### src/sv/rstm_pkg.sv
// Shared codes, reset values and widths for the radio silence tamper monitor.
`default_nettype none

package rstm_pkg;

    // Operation codes carried on the input tuser.
    localparam logic [1:0] OP_CHECK = 2'd0;
    localparam logic [1:0] OP_CLEAR = 2'd1;
    localparam logic [1:0] OP_START = 2'd2;

    // Alert kinds.
    localparam logic [1:0] KIND_NONE = 2'd0;
    localparam logic [1:0] KIND_WIFI = 2'd1;
    localparam logic [1:0] KIND_BLE  = 2'd2;
    localparam logic [1:0] KIND_BOTH = 2'd3;

    // Configuration register indexes.
    localparam int unsigned CFG_IDX_W = 3;
    localparam logic [CFG_IDX_W-1:0] REG_SILENCE_THRESHOLD = 3'd0;
    localparam logic [CFG_IDX_W-1:0] REG_CHECK_INTERVAL    = 3'd1;
    localparam logic [CFG_IDX_W-1:0] REG_WATCH_WIFI        = 3'd2;
    localparam logic [CFG_IDX_W-1:0] REG_WATCH_BLE         = 3'd3;
    localparam logic [CFG_IDX_W-1:0] REG_BOOT_HOLDOFF      = 3'd4;

    // Register reset values.
    localparam logic [31:0] SILENCE_THRESHOLD_RST = 32'd300000;
    localparam logic [31:0] CHECK_INTERVAL_RST    = 32'd30000;
    localparam logic [31:0] BOOT_HOLDOFF_RST      = 32'd120000;

    // Widths of the stream payloads.
    localparam int unsigned SECS_W   = 23;
    localparam int unsigned S_DATA_W = 72;
    localparam int unsigned S_USER_W = 2;
    localparam int unsigned M_DATA_W = 64;

    // Bit positions inside the result tdata.
    localparam int unsigned M_RAN_BIT    = 0;
    localparam int unsigned M_RAISED_BIT = 1;
    localparam int unsigned M_ON_BIT     = 2;
    localparam int unsigned M_KIND_LSB   = 3;
    localparam int unsigned M_SECS_LSB   = 5;
    localparam int unsigned M_EPOCH_LSB  = 28;
    localparam int unsigned M_EVER_BIT   = 60;

endpackage

`default_nettype wire

### src/sv/radio_silence_tamper_monitor.sv
// Top level of the radio silence tamper monitor: input register, one-pass update, result register.
// An accepted item waits in the input register and is loaded into the result register when
// it advances; its result item is then offered on the result stream until it is taken.
// Throughput: one item per cycle while results are taken, set by the one-pass state update.
// The item in the input register advances whenever the result register is empty or being taken.
// Reset: synchronous, active-low aresetn clears both valid flags, the monitor state and loads
// the configuration registers with their default values.
`default_nettype none

module radio_silence_tamper_monitor (
    input  wire logic        aclk,
    input  wire logic        aresetn,
    // Input stream.
    input  wire logic        s_tvalid,
    output logic             s_tready,
    // s_tdata from bit 0 up: now_ms[31:0], epoch_s[31:0], wifi_active, wifi_seen,
    // ble_active, ble_seen, then four zero bits.
    input  wire logic [rstm_pkg::S_DATA_W-1:0] s_tdata,
    // s_tuser: op[1:0].
    input  wire logic [rstm_pkg::S_USER_W-1:0] s_tuser,
    // Result stream.
    output logic             m_tvalid,
    input  wire logic        m_tready,
    // m_tdata from bit 0 up: check_ran, alert_raised, alert_on, alert_kind[1:0],
    // silence_seconds[22:0], alert_epoch[31:0], ever_published, then three zero bits.
    output logic [rstm_pkg::M_DATA_W-1:0] m_tdata,
    // Configuration write channel.
    input  wire logic        cfg_valid,
    output logic             cfg_ready,
    input  wire logic [rstm_pkg::CFG_IDX_W-1:0] cfg_index,
    input  wire logic [31:0] cfg_data
);

    // Divides a millisecond span by 1000 with a reciprocal multiply. The constant is
    // ceil(2^38 / 1000); its error stays below one unit for every 32-bit operand.
    function automatic logic [rstm_pkg::SECS_W-1:0] ms_to_secs(input logic [31:0] ms);
        logic [60:0] prod;
        prod = {29'd0, ms} * 61'd274877907;
        return prod[60:38];
    endfunction

    // Configuration registers. The channel never stalls.
    logic [31:0] thr_reg, interval_reg, holdoff_reg;
    logic        watch_wifi_reg, watch_ble_reg;

    assign cfg_ready = 1'b1;

    always_ff @(posedge aclk) begin
        if (!aresetn) begin
            thr_reg        <= rstm_pkg::SILENCE_THRESHOLD_RST;
            interval_reg   <= rstm_pkg::CHECK_INTERVAL_RST;
            watch_wifi_reg <= 1'b1;
            watch_ble_reg  <= 1'b1;
            holdoff_reg    <= rstm_pkg::BOOT_HOLDOFF_RST;
        end else if (cfg_valid) begin
            case (cfg_index)
                rstm_pkg::REG_SILENCE_THRESHOLD: thr_reg        <= cfg_data;
                rstm_pkg::REG_CHECK_INTERVAL:    interval_reg   <= cfg_data;
                rstm_pkg::REG_WATCH_WIFI:        watch_wifi_reg <= cfg_data[0];
                rstm_pkg::REG_WATCH_BLE:         watch_ble_reg  <= cfg_data[0];
                rstm_pkg::REG_BOOT_HOLDOFF:      holdoff_reg    <= cfg_data;
                default: ;
            endcase
        end
    end

    // Input register. It takes a new item when it is empty or its current content moves on in
    // the same cycle, so the two sides are decoupled by one stage.
    logic        in_valid_reg;
    logic [1:0]  op_reg;
    logic [31:0] now_reg, epoch_reg;
    logic        wa_reg, ws_reg, ba_reg, bs_reg;
    logic        out_valid_reg;
    logic        advance;

    assign advance  = in_valid_reg && (!out_valid_reg || m_tready);
    assign s_tready = !in_valid_reg || advance;

    always_ff @(posedge aclk) begin
        if (!aresetn) begin
            in_valid_reg <= 1'b0;
        end else if (s_tready) begin
            in_valid_reg <= s_tvalid;
        end
    end

    always_ff @(posedge aclk) begin
        if (s_tready && s_tvalid) begin
            op_reg    <= s_tuser;
            now_reg   <= s_tdata[31:0];
            epoch_reg <= s_tdata[63:32];
            wa_reg    <= s_tdata[64];
            ws_reg    <= s_tdata[65];
            ba_reg    <= s_tdata[66];
            bs_reg    <= s_tdata[67];
        end
    end

    // Monitor state.
    logic        running_reg, running_next;
    logic [31:0] last_check_reg, last_check_next;
    logic [31:0] wifi_seen_t_reg, wifi_seen_t_next;
    logic [31:0] ble_seen_t_reg, ble_seen_t_next;
    logic        wifi_sent_reg, wifi_sent_next;
    logic        ble_sent_reg, ble_sent_next;
    logic        active_reg, active_next;
    logic [1:0]  kind_reg, kind_next;
    logic [rstm_pkg::SECS_W-1:0] silence_reg, silence_next;
    logic [31:0] stamp_reg, stamp_next;
    logic        published_reg, published_next;

    // Check evaluation. A check is due on the first check after start (last check time
    // of zero) or once the wrapped distance to the last check reaches the interval.
    logic        is_check, due, evaluate;
    logic [31:0] check_gap, wifi_gap, ble_gap;
    logic        wifi_on, ble_on;
    logic        wifi_refresh, ble_refresh;
    logic        wifi_mute, ble_mute;
    logic        wifi_sent_mid, ble_sent_mid;
    logic [rstm_pkg::SECS_W-1:0] wifi_secs, ble_secs, max_secs;
    logic [1:0]  kind_now;
    logic        raise;

    assign is_check  = (op_reg == rstm_pkg::OP_CHECK) && running_reg;
    assign check_gap = now_reg - last_check_reg;
    assign due       = (last_check_reg == 32'd0) || (check_gap >= interval_reg);
    assign evaluate  = is_check && due && (now_reg >= holdoff_reg);

    assign wifi_on = watch_wifi_reg && wa_reg;
    assign ble_on  = watch_ble_reg && ba_reg;
    assign wifi_gap = now_reg - wifi_seen_t_reg;
    assign ble_gap  = now_reg - ble_seen_t_reg;

    // A channel that reports devices refreshes; one that reports none may be silent.
    assign wifi_refresh = evaluate && wifi_on && ws_reg;
    assign ble_refresh  = evaluate && ble_on && bs_reg;
    assign wifi_mute    = evaluate && wifi_on && !ws_reg && (wifi_gap >= thr_reg);
    assign ble_mute     = evaluate && ble_on && !bs_reg && (ble_gap >= thr_reg);

    assign wifi_secs = ms_to_secs(wifi_gap);
    assign ble_secs  = ms_to_secs(ble_gap);

    assign wifi_sent_mid = wifi_refresh ? 1'b0 : wifi_sent_reg;
    assign ble_sent_mid  = ble_refresh ? 1'b0 : ble_sent_reg;

    assign kind_now = {ble_mute, wifi_mute};

    always_comb begin
        case (kind_now)
            rstm_pkg::KIND_WIFI: begin
                max_secs = wifi_secs;
                raise    = !wifi_sent_mid;
            end
            rstm_pkg::KIND_BLE: begin
                max_secs = ble_secs;
                raise    = !ble_sent_mid;
            end
            rstm_pkg::KIND_BOTH: begin
                max_secs = (wifi_secs > ble_secs) ? wifi_secs : ble_secs;
                raise    = !wifi_sent_mid || !ble_sent_mid;
            end
            default: begin
                max_secs = '0;
                raise    = 1'b0;
            end
        endcase
    end

    // Next-state selection for the item in the input register.
    always_comb begin
        running_next     = running_reg;
        last_check_next  = last_check_reg;
        wifi_seen_t_next = wifi_seen_t_reg;
        ble_seen_t_next  = ble_seen_t_reg;
        wifi_sent_next   = wifi_sent_reg;
        ble_sent_next    = ble_sent_reg;
        active_next      = active_reg;
        kind_next        = kind_reg;
        silence_next     = silence_reg;
        stamp_next       = stamp_reg;
        published_next   = published_reg;
        case (op_reg)
            rstm_pkg::OP_START: begin
                // A start while already running changes nothing.
                if (!running_reg) begin
                    running_next     = 1'b1;
                    active_next      = 1'b0;
                    kind_next        = rstm_pkg::KIND_NONE;
                    silence_next     = '0;
                    stamp_next       = '0;
                    published_next   = 1'b0;
                    wifi_seen_t_next = now_reg;
                    ble_seen_t_next  = now_reg;
                end
            end
            rstm_pkg::OP_CLEAR: begin
                active_next    = 1'b0;
                kind_next      = rstm_pkg::KIND_NONE;
                wifi_sent_next = 1'b0;
                ble_sent_next  = 1'b0;
            end
            rstm_pkg::OP_CHECK: begin
                // The holdoff skip still moves the last check time.
                if (is_check && due) begin
                    last_check_next = now_reg;
                end
                if (wifi_refresh) begin
                    wifi_seen_t_next = now_reg;
                end
                if (ble_refresh) begin
                    ble_seen_t_next = now_reg;
                end
                wifi_sent_next = (raise && kind_now[0]) ? 1'b1 : wifi_sent_mid;
                ble_sent_next  = (raise && kind_now[1]) ? 1'b1 : ble_sent_mid;
                if (kind_now != rstm_pkg::KIND_NONE) begin
                    kind_next    = kind_now;
                    silence_next = max_secs;
                    stamp_next   = epoch_reg;
                    active_next  = 1'b1;
                    if (raise) begin
                        published_next = 1'b1;
                    end
                end else if (evaluate && active_reg) begin
                    // Recovery drops the active alert.
                    active_next = 1'b0;
                    kind_next   = rstm_pkg::KIND_NONE;
                end
            end
            default: ;
        endcase
    end

    always_ff @(posedge aclk) begin
        if (!aresetn) begin
            running_reg     <= 1'b0;
            last_check_reg  <= '0;
            wifi_seen_t_reg <= '0;
            ble_seen_t_reg  <= '0;
            wifi_sent_reg   <= 1'b0;
            ble_sent_reg    <= 1'b0;
            active_reg      <= 1'b0;
            kind_reg        <= rstm_pkg::KIND_NONE;
            silence_reg     <= '0;
            stamp_reg       <= '0;
            published_reg   <= 1'b0;
        end else if (advance) begin
            running_reg     <= running_next;
            last_check_reg  <= last_check_next;
            wifi_seen_t_reg <= wifi_seen_t_next;
            ble_seen_t_reg  <= ble_seen_t_next;
            wifi_sent_reg   <= wifi_sent_next;
            ble_sent_reg    <= ble_sent_next;
            active_reg      <= active_next;
            kind_reg        <= kind_next;
            silence_reg     <= silence_next;
            stamp_reg       <= stamp_next;
            published_reg   <= published_next;
        end
    end

    // Result register. The kind reads as none while no alert is active.
    logic [rstm_pkg::M_DATA_W-1:0] out_data_reg;

    always_ff @(posedge aclk) begin
        if (!aresetn) begin
            out_valid_reg <= 1'b0;
        end else if (advance) begin
            out_valid_reg <= 1'b1;
        end else if (m_tready) begin
            out_valid_reg <= 1'b0;
        end
    end

    always_ff @(posedge aclk) begin
        if (advance) begin
            out_data_reg <= {3'd0, published_next, stamp_next, silence_next,
                             active_next ? kind_next : rstm_pkg::KIND_NONE,
                             active_next, raise, evaluate};
        end
    end

    assign m_tvalid = out_valid_reg;
    assign m_tdata  = out_data_reg;

endmodule

`default_nettype wire

### config.mk
export PLATFORM = sky130hd
export DESIGN_NAME = radio_silence_tamper_monitor
export DESIGN_NICKNAME = d
export VERILOG_FILES = /design/src/sv/rstm_pkg.sv /design/src/sv/radio_silence_tamper_monitor.sv
export SDC_FILE = /design/constraint.sdc
export NUM_CORES = 2
export LEC_CHECK = 0
export CAP_MARGIN = 20
export CORE_MARGIN = 3
export CORE_UTILIZATION = 55
export DETAILED_ROUTE_END_ITERATION = 10
export DONT_BUFFER_PORTS = 1
export PLACE_DENSITY = 0.7
export SETUP_SLACK_MARGIN = 0.5
export SYNTH_ARGS = -nofsm -noshare
export SYNTH_HDL_FRONTEND = slang
export SYNTH_SLANG_ARGS = --single-unit
export TNS_END_PERCENT = 50
### constraint.sdc
create_clock -name aclk -period 34.3 [get_ports aclk]
set_input_delay 3.43 -clock aclk [delete_from_list [all_inputs] [get_ports aclk]]
set_output_delay 3.43 -clock aclk [all_outputs]
set_load 0.01 [all_outputs]
== Yosys cells after proc, flatten, opt, wreduce, memory -nomap -nowiden ==
Cells that the tools add are included.

* Output and inout port bits: 67
* Register bits: 389
* Logic and storage cells: 128
* Bits of input ports: 114

* Muxes and demuxes: 34
* Equality and inequality tests: 12
* Order comparisons: 5
* Multiply operators: 2
* Reductions and logical operators: 45
* Add/sub/neg operators: 3

{| class="wikitable"
|+ Operators with widths
! cell !! count
|-
| one-hot mux 32 bit (2 select lines) || 3
|-
| 2-to-1 mux 32 bit || 5
|-
| >= comparator 32 bit || 4
|-
| multiplier 32 x 29 -> 61 bit (second input constant) || 2
|-
| subtractor 32 bit || 3
|-
| 2-to-1 mux 23 bit || 3
|-
| one-hot mux 23 bit (3 select lines) || 1
|-
| one-hot mux 23 bit (2 select lines) || 1
|-
| logical NOT 32 bit || 1
|-
| > comparator 23 bit || 1
|-
| logical AND 1 bit || 18
|-
| AND reduction 2 bit || 7
|-
| 2-to-1 mux 1 bit || 12
|-
| AND reduction 4 bit || 2
|-
| nonzero test 2 bit || 4
|-
| equality test 2 bit (second input constant) || 3
|-
| equality test 3 x 2 -> 1 bit (second input constant) || 2
|-
| logical NOT 1 bit || 6
|-
| 2-to-1 mux 2 bit || 3
|-
| inequality test 2 bit (second input constant) || 3
|-
| one-hot mux 1 bit (2 select lines) || 3
|-
| one-hot mux 1 bit (3 select lines) || 2
|-
| one-hot mux 2 bit (3 select lines) || 1
|-
| equality test 2 x 1 -> 1 bit (second input constant) || 2
|-
| 6 further kinds || 9
|}

== Longest topological paths before layout ==
* Depth in word-level cells: 14
* Depth in mapped cells: 59
* Depth with buffers taken out: 57

== Worst setup path before layout ==
Ideal clock, no wire load.

* Path type: flip-flop to flip-flop
* Start point: register now_reg[0]
* End point: register out_data_reg, in the netlist m_tdata[24] (data pin)
* Cell stages (with the launch flop): 54
* Path buffers: 1
* Period minus slack after synthesis: 12.646 ns
* Path slack: 21.654 ns
* Arrival time: 12.392 ns
* Required time: 34.046 ns
* Cells stage by stage: edfxtp_1 inv_1 ha_1 inv_1 fa_1 a21o_1 a21oi_1 nand2b_1 a211o_1 and3_1 or4_1 a31oi_1 o41ai_1 o21ai_0 or2_2 a21oi_1 xnor2_1 ha_1 [... 18 more ...] o21a_1 nor2_1 xnor2_1 ha_1 a21o_1 a21o_1 a21o_1 a21o_1 a21o_1 a21o_1 a221oi_1 nand4_1 a41oi_2 a21o_1 buf_6 nor3_2 a221o_1 a21o_2

* Word-level cells in the longest chain between the ends: 12

{| class="wikitable"
|+ RTL lines
! element !! RTL line !! RTL
|-
| start: declaration || radio_silence_tamper_monitor.sv:71 || <nowiki>logic [31:0] now_reg, epoch_reg;</nowiki>
|-
| start signal: assignment || radio_silence_tamper_monitor.sv:90 || <nowiki>now_reg <= s_tdata[31:0];</nowiki>
|-
| branches (longest 10 deep; another with multiplier 32 x 29 -> 61 bit) || n/a ||
|-
| 2-to-1 mux 23 bit (*) || radio_silence_tamper_monitor.sv:215 || <nowiki>if (kind_now != rstm_pkg::KIND_NONE) begin</nowiki>
|-
| one-hot mux 23 bit (2 select lines) (*) || radio_silence_tamper_monitor.sv:182 || <nowiki>case (op_reg)</nowiki>
|-
| named net silence_next (one bit) || radio_silence_tamper_monitor.sv:108 || <nowiki>logic [rstm_pkg::SECS_W-1:0] silence_reg, silence_next;</nowiki>
|-
| end signal: assignment || radio_silence_tamper_monitor.sv:276 || <nowiki>out_data_reg <= {3'd0, published_next, stamp_next, silence_next,</nowiki>
|-
| end: declaration || radio_silence_tamper_monitor.sv:262 || <nowiki>logic [rstm_pkg::M_DATA_W-1:0] out_data_reg;</nowiki>
|}

Mark *: on every way through the listed nets, which the timed path passes.
A chain may end at the register's enable or synchronous reset.

== Worst setup path in the final report ==
* Start point: register now_reg[0]
* End point: register out_data_reg, in the netlist m_tdata[6] (data pin)

Same word-level chain as after synthesis.

==> metrics <==
status finished clean; number of global-route vias before repair 37200; share of layout cells above drive strength 1 0.0402; Max H-tree Level 2; number of flip-flops in the largest register 61; nets@finish 6971; io pins 181; met3 Use GR 0.0377; minimum clock period 15890 ps; CTS tree built; GRT busiest layer met2; Placed Area 0.0523 mm^2; Starting Density 0.558; Clock Skew 35.4 ps; Max clock buf depth 3; Initial DRT Pass Iterations 5; grt met2 use 0.462; ys flop type dfxtp_1; # diodes 0; hold buffer count at CTS 0; gr usage total 0.281; syn avg cell area 9.68 um^2; Die Height 309 um; register area share after synthesis 0.180; clk_lat worst skew 580 ps; worst hold path class reg -> reg; DIE AREA 0.0956 mm^2; CTS root buffer clkbuf_16; Core ar. 0.0906 mm^2; initial antenna violation count 2; startpoint type of the worst setup path flip-flop; Final Max Slew Viols 0; Cells after Synth 5222; post-CTS sizing 0; Vias/cell 5.68; number of distinct library cells after synthesis 92; kind of critical path reg -> reg; FF-to-FF path depth 57; number of synthesized register bits 389; Worst setup EP type flip-flop; commonest non-fill, non-tap cell in the layout inv_1; DR vias 36600; clock sinks 389; Slowest cell on crit path o31ai_1; most frequent cells in the layout inv_1 (1100), ha_1 (1016), fa_1 (599), nand2_1 (475), dfxtp_1 (258); Layout fillers 7792; worst-margin pin slew 1100 ps; Slew Limit Headroom 0.265; grt total ovfl 0; max_cap viols 0; met1 Usage GRT 0.390; global-route wire length before repair 207 mm; DR DRC count 0; max incr delay on CP 850 ps; CP dominant cell by count inv_1; Mapped Area 0.0506 mm^2; Final Cycle Share 0.463; synth-to-layout area growth 6.07%; Inserted Clock Buffers 39; post-route ant nets 0; cell depth of the worst min-delay path 2; design area 0.0536 mm^2; First DRT Iteration DRCs 2353; CTS clk-pin slew, worst paths 70 ps; WL per Instance 20.5 um; TNS Setup 0 ps; DP Wirelength 108 mm; Worst EP required 34730 ps; RSZ-0062 raised after global routing no; die width 309 um; yosys warns 0; EDFF count, synth 131; # setup viols final 0; f_max 62.9 MHz; row cnt 110; Crit Path Max Fanout 11; Routed WL 132 mm; pin count of the biggest net entering global routing 261; Synth async-reset ratio 0; Final GP Congestion 0.920; count of final hold-check violations 0; postcts setup bufs 0; Worst Path Arrival 16330 ps; port buffer count 0
==> cell type report <==
cell class | count | area [um^2] | share of cell area
multi-input combinational | 3631 | 37000 | 0.691
clock buffer | 50 | 1050 | 0.0196
clock inverter | 22 | 189 | 0.00352
inverter | 1101 | 4140 | 0.0771
timing repair buffer | 80 | 641 | 0.0119
tap | 1176 | 1470 | 0.0274
sequential | 389 | 9100 | 0.170
==> critical path: cells and delay by family (launching register included) <==
kind            cells  cell delay, ps
xor+xnor            2            1240
fa+ha+maj          12            4750
compound gates     25            6090
buf+inv            10            1460
flops               1             440
simple gates        8            1750
==> synth_stat cells (all sizes together) (42+ instances only) <==
master  instances  area, um^2
nor2          132         498
nand2         476        1790
fa            599       12000
ha           1016       12700
o21ai         122         614
a21oi         180         916
a21boi        180        1350
edfxtp        131        3930
dfxtp         258        5160
xor2           42         368
inv          1101        4130
a21o          129         975
nand3          53         265
o211ai         44         330
clkbuf         83         362
xnor2          85         744
nor2b          62         388
==> through the flow <==
step	utilization	hold slack, ps	std cells	worst slack (ps)
after floorplan	-	435	5224	21650
after global placement	0.578	443	6375	18950
after detailed placement	0.578	449	6375	18840
after CTS	0.591	458	6447	18760
after global routing	0.592	474	6449	17800
final	0.592	461	6449	18410
==> final timing paths <==
path | to | slack, ps | from
worst max-delay path | m_tdata[6] | 18410 | now_reg[0]
worst min register to register | silence_reg[6] | 460 | silence_reg[6]
worst min-delay path | silence_reg[6] | 460 | silence_reg[6]
worst max register to register | m_tdata[6] | 18410 | now_reg[0]
==> cell families (layout without fill, tap and decap cells) <==
kind of cell,after synthesis,count (layout),synth area share
compound gates,916,916,0.126
xor+xnor,127,127,0.0220
fa+ha+maj,1615,1615,0.489
buf+inv,1204,1253,0.0913
flops,389,389,0.180
mux,36,36,0.00720
other cells,2,4,0.000149
simple gates,933,933,0.0851
==> metal layers <==
layer	up-vias	wire length (um)	part of all wire
met4	4	3990	0.030
met2	990	61200	0.46
met1	18000	59200	0.45
li1	17400	-	-
met5	-	22	0.00017
met3	195	8020	0.061
Power is left out: the tool's default activity adds up to more than one toggle a clock period on the data nets, which glitch-free logic cannot reach.
